### src/hw/rtl/assert_macros.svh
// Shared assertion wrappers. Every user module has clk and rst in scope.
`ifndef ASSERT_MACROS_SVH
`define ASSERT_MACROS_SVH

// Same-cycle implication.
`define ASSERT_IMPL(label, ante, cons, msg) \
  label: assert property (@(posedge clk) disable iff (rst) (ante) |-> (cons)) \
    else $error(msg);

// Next-cycle implication.
`define ASSERT_NEXT(label, ante, cons, msg) \
  label: assert property (@(posedge clk) disable iff (rst) (ante) |=> (cons)) \
    else $error(msg);

`endif

### src/hw/rtl/dwgs_pkg.sv
package dwgs_pkg;

  // Request codes on req_type. Code 3 is unused and answers like a sweep with no work.
  localparam logic [1:0] REQ_WRITE = 2'd0;
  localparam logic [1:0] REQ_READ  = 2'd1;
  localparam logic [1:0] REQ_SWEEP = 2'd2;

  // Configuration register indexes.
  localparam logic [2:0] CFG_COUPLING  = 3'd0;
  localparam logic [2:0] CFG_DAMPING   = 3'd1;
  localparam logic [2:0] CFG_GRID_SIZE = 3'd2;
  localparam logic [2:0] CFG_BARRIER   = 3'd3;
  localparam logic [2:0] CFG_BAR_ROW   = 3'd4;
  localparam logic [2:0] CFG_SLIT_LOW  = 3'd5;
  localparam logic [2:0] CFG_SLIT_HIGH = 3'd6;

  typedef struct packed {
    logic [15:0] coupling_gain;
    logic [15:0] damping_gain;
    logic        barrier_enable;
    logic [7:0]  barrier_row;
    logic [7:0]  slit_low;
    logic [7:0]  slit_high;
  } sweep_cfg_t;

  typedef struct packed {
    logic busy;
    logic done;
  } sweep_status_t;

endpackage

### src/hw/rtl/dwgs_sweep.sv
module dwgs_sweep
  import dwgs_pkg::*;
#(
  parameter int MAX_GRID   = 256,
  parameter int VALUE_BITS = 32
) (
  input  logic                                      clk,
  input  logic                                      rst,
  input  logic                                      start,
  input  logic [8:0]                                n,
  input  sweep_cfg_t                                cfg,
  output sweep_status_t                             status,
  output logic [$clog2(MAX_GRID*MAX_GRID)-1:0]      h_rd_addr,
  output logic [$clog2(MAX_GRID*MAX_GRID)-1:0]      v_rd_addr,
  input  logic signed [VALUE_BITS-1:0]              h_rdata,
  input  logic signed [VALUE_BITS-1:0]              v_rdata,
  output logic                                      h_we,
  output logic                                      v_we,
  output logic [$clog2(MAX_GRID*MAX_GRID)-1:0]      wr_addr,
  output logic signed [VALUE_BITS-1:0]              h_wdata,
  output logic signed [VALUE_BITS-1:0]              v_wdata
);

  `include "assert_macros.svh"

  localparam int VB   = VALUE_BITS;
  localparam int AW   = $clog2(MAX_GRID * MAX_GRID);
  localparam int CW   = $clog2(MAX_GRID);
  localparam int CMPW = (CW > 9) ? CW : 9;

  localparam logic [AW-1:0] ROW_STEP = AW'(MAX_GRID);
  localparam logic signed [VB-1:0] VMAX = {1'b0, {(VB-1){1'b1}}};
  localparam logic signed [VB-1:0] VMIN = {1'b1, {(VB-1){1'b0}}};

  typedef enum logic [11:0] {
    S_IDLE    = 12'b0000_0000_0001,
    S_RD_LEFT = 12'b0000_0000_0010,
    S_RD_CTR  = 12'b0000_0000_0100,
    S_RD_UP   = 12'b0000_0000_1000,
    S_RD_DN   = 12'b0000_0001_0000,
    S_RD_RT   = 12'b0000_0010_0000,
    S_ROW_GO  = 12'b0000_0100_0000,
    S_MEAN    = 12'b0000_1000_0000,
    S_MUL1    = 12'b0001_0000_0000,
    S_VEL     = 12'b0010_0000_0000,
    S_MUL2    = 12'b0100_0000_0000,
    S_UPD     = 12'b1000_0000_0000
  } state_t;

  state_t st;

  logic [CW-1:0]        x, y;
  logic [AW-1:0]        ca;
  logic signed [VB-1:0] hc, rt, left, vel_c, v1;
  logic signed [VB+2:0] acc, acc_n;
  logic signed [VB:0]   diff;
  logic signed [VB+17:0] p1;
  logic signed [VB+16:0] p2;
  logic                 done;

  logic signed [VB+2:0]  quad_sum, vsum, hsum;
  logic signed [VB+17:0] p1_next;
  logic signed [VB+16:0] p2_next;
  logic signed [VB-1:0]  v1_next, v2, hn_val;
  logic                  x_last, y_last, frozen;

  function automatic logic signed [VB-1:0] sat_val(input logic signed [VB+2:0] v);
    if ((&v[VB+2:VB-1]) || !(|v[VB+2:VB-1])) begin
      return v[VB-1:0];
    end else if (v[VB+2]) begin
      return VMIN;
    end else begin
      return VMAX;
    end
  endfunction

  function automatic logic signed [VB+2:0] neg4(input logic signed [VB-1:0] v);
    return -((VB+3)'(v) <<< 2);
  endfunction

  // Left neighbor joins last, so the loop through the freshly updated left cell
  // is one add, two multiplies and two saturating adds.
  assign quad_sum = acc + (VB+3)'(left);
  assign p1_next  = (VB+18)'(diff) * (VB+18)'($signed({1'b0, cfg.coupling_gain}));
  assign vsum     = (VB+3)'(vel_c) + (VB+3)'($signed(p1[VB+17:16]));
  assign v1_next  = sat_val(vsum);
  assign p2_next  = (VB+17)'(v1) * (VB+17)'($signed({1'b0, cfg.damping_gain}));
  // A gain below one cannot push the damped velocity out of range.
  assign v2       = $signed(p2[VB+15:16]);
  assign hsum     = (VB+3)'(hc) + (VB+3)'(v2);
  assign hn_val   = sat_val(hsum);

  assign x_last = (CMPW'(x) == CMPW'(n) - CMPW'(2));
  assign y_last = (CMPW'(y) == CMPW'(n) - CMPW'(2));
  assign frozen = cfg.barrier_enable && (CMPW'(y) == CMPW'(cfg.barrier_row)) &&
                  ((CMPW'(x) < CMPW'(cfg.slit_low)) || (CMPW'(x) > CMPW'(cfg.slit_high)));

  always_comb begin
    h_rd_addr = ca;
    v_rd_addr = ca;
    unique case (st)
      S_RD_LEFT: h_rd_addr = ca - AW'(1);
      S_RD_CTR:  h_rd_addr = ca;
      S_RD_UP:   h_rd_addr = ca - ROW_STEP;
      S_RD_DN:   h_rd_addr = ca + ROW_STEP;
      S_RD_RT:   h_rd_addr = ca + AW'(1);
      S_MUL1:    h_rd_addr = ca + AW'(1) - ROW_STEP;
      S_VEL:     h_rd_addr = ca + AW'(1) + ROW_STEP;
      S_MUL2: begin
        h_rd_addr = ca + AW'(2);
        v_rd_addr = ca + AW'(1);
      end
      default: begin
        h_rd_addr = ca;
        v_rd_addr = ca;
      end
    endcase
  end

  assign h_we    = (st == S_UPD) && !frozen;
  assign v_we    = (st == S_UPD);
  assign wr_addr = ca;
  assign h_wdata = hn_val;
  assign v_wdata = v2;

  assign status.busy = (st != S_IDLE);
  assign status.done = done;

  always_ff @(posedge clk) begin
    if (rst) begin
      st   <= S_IDLE;
      done <= 1'b0;
    end else begin
      done <= (st == S_IDLE && start && n < 9'd3) || (st == S_UPD && x_last && y_last);
      unique case (st)
        S_IDLE: begin
          if (start && n >= 9'd3) begin
            st <= S_RD_LEFT;
          end
        end
        S_RD_LEFT: st <= S_RD_CTR;
        S_RD_CTR:  st <= S_RD_UP;
        S_RD_UP:   st <= S_RD_DN;
        S_RD_DN:   st <= S_RD_RT;
        S_RD_RT:   st <= S_ROW_GO;
        S_ROW_GO:  st <= S_MEAN;
        S_MEAN:    st <= S_MUL1;
        S_MUL1:    st <= S_VEL;
        S_VEL:     st <= S_MUL2;
        S_MUL2:    st <= S_UPD;
        S_UPD: begin
          if (!x_last) begin
            st <= S_MEAN;
          end else if (!y_last) begin
            st <= S_RD_LEFT;
          end else begin
            st <= S_IDLE;
          end
        end
        default: st <= S_IDLE;
      endcase
    end
  end

  // Datapath and position counters.
  always_ff @(posedge clk) begin
    unique case (st)
      S_IDLE: begin
        x  <= CW'(1);
        y  <= CW'(1);
        ca <= ROW_STEP + AW'(1);
      end
      S_RD_CTR: left <= h_rdata;
      S_RD_UP: begin
        hc  <= h_rdata;
        acc <= neg4(h_rdata);
      end
      S_RD_DN: acc <= acc + (VB+3)'(h_rdata);
      S_RD_RT: acc <= acc + (VB+3)'(h_rdata);
      S_ROW_GO: begin
        acc   <= acc + (VB+3)'(h_rdata);
        rt    <= h_rdata;
        vel_c <= v_rdata;
      end
      S_MEAN: diff <= quad_sum[VB+2:2];
      S_MUL1: begin
        p1    <= p1_next;
        acc_n <= neg4(rt);
      end
      S_VEL: begin
        v1    <= v1_next;
        acc_n <= acc_n + (VB+3)'(h_rdata);
      end
      S_MUL2: begin
        p2    <= p2_next;
        acc_n <= acc_n + (VB+3)'(h_rdata);
      end
      S_UPD: begin
        // Load the next cell of the row; a row change reloads all of this.
        acc   <= acc_n + (VB+3)'(h_rdata);
        rt    <= h_rdata;
        hc    <= rt;
        vel_c <= v_rdata;
        left  <= frozen ? hc : hn_val;
        if (!x_last) begin
          x  <= x + CW'(1);
          ca <= ca + AW'(1);
        end else begin
          x  <= CW'(1);
          y  <= y + CW'(1);
          ca <= ca + ROW_STEP - AW'(n) + AW'(3);
        end
      end
      default: begin
        x <= x;
      end
    endcase
  end

  `ASSERT_IMPL(a_start_when_idle, start, st == S_IDLE, "sweep started while busy")
  `ASSERT_IMPL(a_write_in_update, h_we || v_we, st == S_UPD, "cell write outside update")
  `ASSERT_NEXT(a_done_then_idle, st == S_UPD && x_last && y_last,
               status.done && !status.busy, "last cell did not end the sweep")

endmodule

### config.mk
export PLATFORM = sky130hd
export DESIGN_NAME = dwgs_sweep
export DESIGN_NICKNAME = d
export VERILOG_FILES = /design/src/hw/rtl/dwgs_pkg.sv /design/src/hw/rtl/dwgs_sweep.sv
export VERILOG_INCLUDE_DIRS = /design/src /design/src/hw/rtl
export SDC_FILE = /design/constraint.sdc
export NUM_CORES = 2
export LEC_CHECK = 0
export BUFFER_PORTS_ARGS = -buffer_cell sky130_fd_sc_hd__buf_2
export CAP_MARGIN = 40
export CORE_ASPECT_RATIO = 1.1
export CORE_UTILIZATION = 59
export CTS_CLUSTER_DIAMETER = 30
export DETAILED_ROUTE_END_ITERATION = 16
export GPL_ROUTABILITY_DRIVEN = 1
export GPL_TIMING_DRIVEN = 1
export HOLD_SLACK_MARGIN = 0.02
export PLACE_DENSITY = 0.81
export REMOVE_ABC_BUFFERS = 1
export SYNTH_ARGS = -nofsm -noshare
export SYNTH_HDL_FRONTEND = slang
export SYNTH_SLANG_ARGS = --single-unit
### constraint.sdc
create_clock -name clk -period 7 [get_ports clk]
set_clock_uncertainty 0.2 [all_clocks]
set_input_delay 1.05 -clock clk [delete_from_list [all_inputs] [get_ports clk]]
set_output_delay 1.05 -clock clk [all_outputs]
set_load 0.02 [all_outputs]
---- Word level (Yosys, flattened, before mapping) ----
Cells that the tools add are included.
operators by class
  add/sub/neg operators ................... 19
  multipliers ............................. 2
  $lt $le $gt $ge ......................... 4
  equal/unequal tests ..................... 18
  mux-type cells .......................... 21
  reduce and logical (&&, ||, !) cells .... 28
operators by type and width
  kind                                                                  number
  32-bit two-way mux                                                    5
  12-bit case mux with 12 select lines                                  1
  32-bit case mux with 2 select lines                                   2
  16-bit case mux with 7 select lines                                   1
  35-bit by 32-bit adder with 35-bit output                             3
  35-bit case mux with 3 select lines                                   1
  34-bit negation with 35-bit output                                    2
  35-bit case mux with 2 select lines                                   1
  33-bit by 17-bit multiplier with 50-bit output                        1
  32-bit by 17-bit multiplier with 48-bit output                        1
  32-bit by 34-bit adder with 35-bit output                             1
  32-bit by 32-bit adder with 33-bit output                             1
  16-bit by 2-bit adder with 16-bit output, second input constant       2
  16-bit by 9-bit adder with 16-bit output, second input constant       2
  16-bit two-way mux                                                    2
  16-bit case mux with 2 select lines                                   1
  8-bit case mux with 2 select lines                                    2
  16-bit by 9-bit subtractor with 16-bit output, second input constant  2
  8-bit two-way mux                                                     3
  8-bit by 9-bit == test with 1-bit output                              2
  16-bit by 1-bit adder with 16-bit output, second input constant       1
  8-bit by 1-bit adder with 8-bit output, second input constant         2
  16-bit by 1-bit subtractor with 16-bit output, second input constant  1
  16-bit by 9-bit subtractor with 16-bit output                         1
  32 further kinds                                                      51
storage, ports and cells
  bits in registers ....................... 406

---- Longest topological paths before layout ----
  depth after elaboration ................. 7
  mapped depth ............................ 26
  gate-level depth less buffers ........... 25

---- Least setup slack after synthesis ----
Ideal clock, no wire load.
  path type ............................... input to register
  from .................................... input cfg[43] (netlist bit)
  to ...................................... register p1[49] (data pin)
  arrival time ............................ 7.019 ns
  required time ........................... 6.535 ns
  path slack .............................. -0.484 ns
  stages .................................. 23
  cell sequence ........................... clkbuf_1 > nand2_1 > fa_1 > fa_1 > inv_1 > fa_1 > fa_1 > fa_1 > inv_1 > fa_1 > inv_1 > ha_1 > and3_1 > and4_1 > and3_1 > nor4bb_1 > o31a_1 > a41oi_1 > o21ai_1 > o41ai_1 > o21ai_0 > a21oi_1 > a31oi_1
on the way
  word-level cells in the longest chain between the ends .. 1
RTL lines
  what                                            line               RTL
  start, declared                                 dwgs_sweep.sv:11   input sweep_cfg_t cfg,
  33-bit by 17-bit multiplier with 50-bit output  dwgs_sweep.sv:84   assign p1_next = (VB+18)'(diff) * (VB+18)'($signed({1'b0, cfg.coupling_gain}));
  via p1_next[49]                                 dwgs_sweep.sv:62   logic signed [VB+17:0] p1_next;
  end signal, assigned                            dwgs_sweep.sv:187  p1 <= p1_next;
  end, declared                                   dwgs_sweep.sv:57   logic signed [VB+17:0] p1;
The timed path passes the listed nets, and every way through them passes these cells.
A chain may end at the register's enable or synchronous reset.

---- Final worst setup path ----
  from .................................... register diff[5]
  to ...................................... register p1[46] (data pin)
on the way
  word-level cells in the longest chain between the ends .. 1
RTL lines
  what                                            line               RTL
  start, declared                                 dwgs_sweep.sv:56   logic signed [VB:0] diff;
  start signal, assigned                          dwgs_sweep.sv:185  S_MEAN: diff <= quad_sum[VB+2:2];
  33-bit by 17-bit multiplier with 50-bit output  dwgs_sweep.sv:84
  via p1_next[46]                                 dwgs_sweep.sv:62
The timed path passes the listed nets, and every way through them passes these cells.

==> metrics.txt <==
failing checks negative setup slack; cell count of the worst hold path 2; Netlist Area Pre-Place 61380 sq um; first drt pass iteration count 7; setup ws final -0.004958 ns; layout cell share with drive strength beyond 1 13.20%; Clock Latency Late Sink 0.63 ns; endpoint kind of the worst setup timing path flip-flop; TritonCTS Buffers 77; detailed-route DRC error count 0; Area growth, synth to finish 14.56%; vias in the first global route 52.95k; Antenna Nets Post-Route 0; critical path arrival 7.17 ns; Tot GR Track Use 33.57%; number of antenna violations at the first check in global routing 11; post-synth top area cell sky130_fd_sc_hd__fa_1; hold slack 0.3590 ns; number of buffers between clock root and the deepest sink 3; number of primary I/O pins 249; maximum fanout along the worst path 6; portion of the clock cycle consumed by the worst path in the final layout 100.1%; Cell variety after synth 85; synthesized instance count 6739; number of sinks on the clock net 374; fill count 7652; Yosys warnings 0; final critical delay including setup and external delays 7.005 ns; #FFs+latches synth 374; number of flops mapped to enable cells by yosys 361; H-tree Lvls 3; Pwr per Cell Area 395.0 nW/um^2; buffers added on ports 248; iteration-0 DRC count of the detailed router 4751; leading post-synthesis cells by cell area sky130_fd_sc_hd__fa_1, sky130_fd_sc_hd__edfxtp_1, sky130_fd_sc_hd__ha_1; number of setup violations in the final report 1; final standard cell area without fillers 70320 sq um; DRT Wirelength 174600 um; most instantiated flip-flop cell in the synthesis netlist sky130_fd_sc_hd__edfxtp_1; classification of the worst setup path flip-flop to flip-flop; outcome finished, violations left; final total negative setup slack -0.004958 ns; die height 340.3 um; clock tree from TritonCTS built; core area 102700 sq um; effective utilization at floorplan 59.80%; routed length per instance 20.07 um; total overflow reported by the global router 0; unrepaired setup endpoints after global routing yes; Static Leak 33.88 nW; Hold Path Class flip-flop to flip-flop; Max Clock Freq 142.8 MHz; Worst IR Drop VDD 0.5456 mV; max-capacitance violation count 0; final hold violation count 0; Final Wtd Congestion 0.9666; Post-layout nets 8836; proportion of synthesized chip area in sequential cells 18.08%; Synth top area share 32.25%; Crit path required time 7.16 ns; number of hold buffers added after CTS 0; DIE AREA 105300 sq um; maximum number of pins on one net before global-route repair 71; remaining max-slew budget at the tightest pin 28.50%; global-route wire length before repair 275200 um; Final Max Tran Viols 0; worst r2r path cells 25; post-synthesis async set-or-reset flop share 0%; die span in x 309.5 um; leading cell type in the layout, fill and taps excluded sky130_fd_sc_hd__inv_1; HPWL after DPL 140700 um; placed inst area 66650 sq um; Least-Margin Pin Slew 1.061 ns; Startpoint Class flip-flop; Clock transition at path regs 0.05 ns; buffer type at the clock tree root sky130_fd_sc_hd__clkbuf_16; mean cell area of the mapped netlist 9.109 sq um; vias 50.55k; Vias/cell 5.809; site row count 123; most used cells in the layout excluding fill and tap cells sky130_fd_sc_hd__inv_1, sky130_fd_sc_hd__nand2_1, sky130_fd_sc_hd__fa_1, sky130_fd_sc_hd__ha_1, sky130_fd_sc_hd__buf_4; Power, Total 27.78 mW
-- sequential cells by signal, summed over array words and instances (netlist names) --
register  flops
acc          35
acc_n        35
diff         33
done          1
hc           32
left         32
p1           34
p2           32
rt           32
st           12
v1           32
vel_c        32
wr_addr      16
x             8
y             8
-- worst paths after layout --
check / startpoint / endpoint / slack, ns
worst max-delay path: diff[5]$_DFFE_PP_ / p1[46]$_DFFE_PP_ / -0.005
worst min-delay path: st[8]$_SDFFE_PP0P_ / st[9]$_SDFFE_PP0P_ / 0.36
worst max register to register: diff[5]$_DFFE_PP_ / p1[46]$_DFFE_PP_ / -0.005
worst min register to register: st[8]$_SDFFE_PP0P_ / st[9]$_SDFFE_PP0P_ / 0.36
-- power breakdown --
| group | switching [mW] | leakage (nW) | internal (mW) |
|---|---|---|---|
| Clock | 1.36 | 1.26 | 2.30 |
| Sequential | 0.246 | 3.39 | 3.31 |
| Combinational | 10.6 | 29.2 | 9.98 |
| Total | 12.2 | 33.9 | 15.6 |
-- synthesized netlist by cell type (26+ instances only) --
library cell               number
sky130_fd_sc_hd__inv_1       1247
sky130_fd_sc_hd__nand2_1     1019
sky130_fd_sc_hd__fa_1         989
sky130_fd_sc_hd__ha_1         453
sky130_fd_sc_hd__and2_1       392
sky130_fd_sc_hd__edfxtp_1     361
sky130_fd_sc_hd__nor2_1       259
sky130_fd_sc_hd__a21oi_1      255
sky130_fd_sc_hd__o21ai_0      251
sky130_fd_sc_hd__clkbuf_1     243
sky130_fd_sc_hd__xnor2_1      211
sky130_fd_sc_hd__xor2_1       154
sky130_fd_sc_hd__a21o_1       125
sky130_fd_sc_hd__nand3_1       70
sky130_fd_sc_hd__nor3_1        65
sky130_fd_sc_hd__o21a_1        41
sky130_fd_sc_hd__nor2b_1       38
sky130_fd_sc_hd__and3_1        36
sky130_fd_sc_hd__nand2b_1      36
sky130_fd_sc_hd__or3_1         36
sky130_fd_sc_hd__a31oi_1       35
sky130_fd_sc_hd__o21bai_1      30
sky130_fd_sc_hd__a211oi_1      27
sky130_fd_sc_hd__nand4_1       27
sky130_fd_sc_hd__nor4_1        26
-- layer usage --
layer / track usage, % / routed length (um) / vias up
li1: - / - / 22490
met3: 6.283 / 15660 / 668
met1: 41.24 / 63160 / 24920
met2: 54.76 / 83630 / 2458
met5: 0 / 84 / -
met4: 20.54 / 12090 / 12
-- cell type report --
| type | instances | area (sq um) | area share, % |
|---|---|---|---|
| Antenna cell | 3 | 7.507 | 0.01068 |
| Clock buffer | 85 | 1957 | 2.783 |
| Clock inverter | 57 | 650.6 | 0.9252 |
| Inverter | 1248 | 4684 | 6.661 |
| Multi-Input combinational cell | 4855 | 45070 | 64.09 |
| Sequential cell | 374 | 11100 | 15.79 |
| Tap cell | 1375 | 1720 | 2.446 |
| Timing Repair Buffer | 705 | 5131 | 7.297 |
-- what timing repair did --
item | 4_1_cts | 5_1_grt
setup buffers | 8 | 33
endpoints found under the setup margin | 19 | 31
pin swaps | 12 | 79
cloned | 0 | 1
resized for setup | 41 | 152
-- logic make-up (layout without fill, tap and decap cells) --
| group | Yosys count | count (layout) | synth area share (%) |
|---|---|---|---|
| AND/OR/NAND/NOR | 2071 | 2071 | 15.81 |
| XOR/XNOR | 365 | 365 | 5.208 |
| buffers and inverters | 1510 | 2095 | 9.274 |
| adder cells (fa/ha/maj) | 1442 | 1442 | 41.49 |
| multiplexers | 10 | 10 | 0.1671 |
| AO/OA/AOI/OAI | 967 | 967 | 9.969 |
| other | 0 | 3 | 0 |
| flip-flops | 374 | 374 | 18.08 |
-- worst max-delay path, stage by stage, from the launching register on --
cell,delay (ns)
sky130_fd_sc_hd__edfxtp_1,0.41
sky130_fd_sc_hd__buf_12,0.17
sky130_fd_sc_hd__buf_8,0.14
sky130_fd_sc_hd__and2_4,0.14
sky130_fd_sc_hd__fa_1,0.52
sky130_fd_sc_hd__inv_2,0.05
sky130_fd_sc_hd__fa_2,0.55
sky130_fd_sc_hd__inv_1,0.05
sky130_fd_sc_hd__fa_2,0.53
sky130_fd_sc_hd__fa_2,0.44
sky130_fd_sc_hd__fa_1,0.53
sky130_fd_sc_hd__fa_1,0.46
sky130_fd_sc_hd__ha_4,0.29
sky130_fd_sc_hd__and3_4,0.19
sky130_fd_sc_hd__and4_1,0.19
sky130_fd_sc_hd__and3_4,0.21
sky130_fd_sc_hd__nor4bb_4,0.05
sky130_fd_sc_hd__o31a_1,0.35
sky130_fd_sc_hd__a41oi_2,0.27
sky130_fd_sc_hd__buf_4,0.17
sky130_fd_sc_hd__o21ai_4,0.06
sky130_fd_sc_hd__buf_6,0.15
sky130_fd_sc_hd__or2_4,0.25
sky130_fd_sc_hd__o21ai_4,0.19
sky130_fd_sc_hd__buf_6,0.12
sky130_fd_sc_hd__xor2_1,0.06
-- through the flow --
stage,setup slack (ns),util [%],cells
after floorplan,-0.4260,-,6477
after global placement,-0.9272,64.83,8511
after detailed placement,-1.044,64.93,8517
after CTS,0.0005977,67.68,8667
after global routing,-0.2224,68.50,8699
final,-0.004958,68.51,8702
Power figures use the tool's default switching activity.
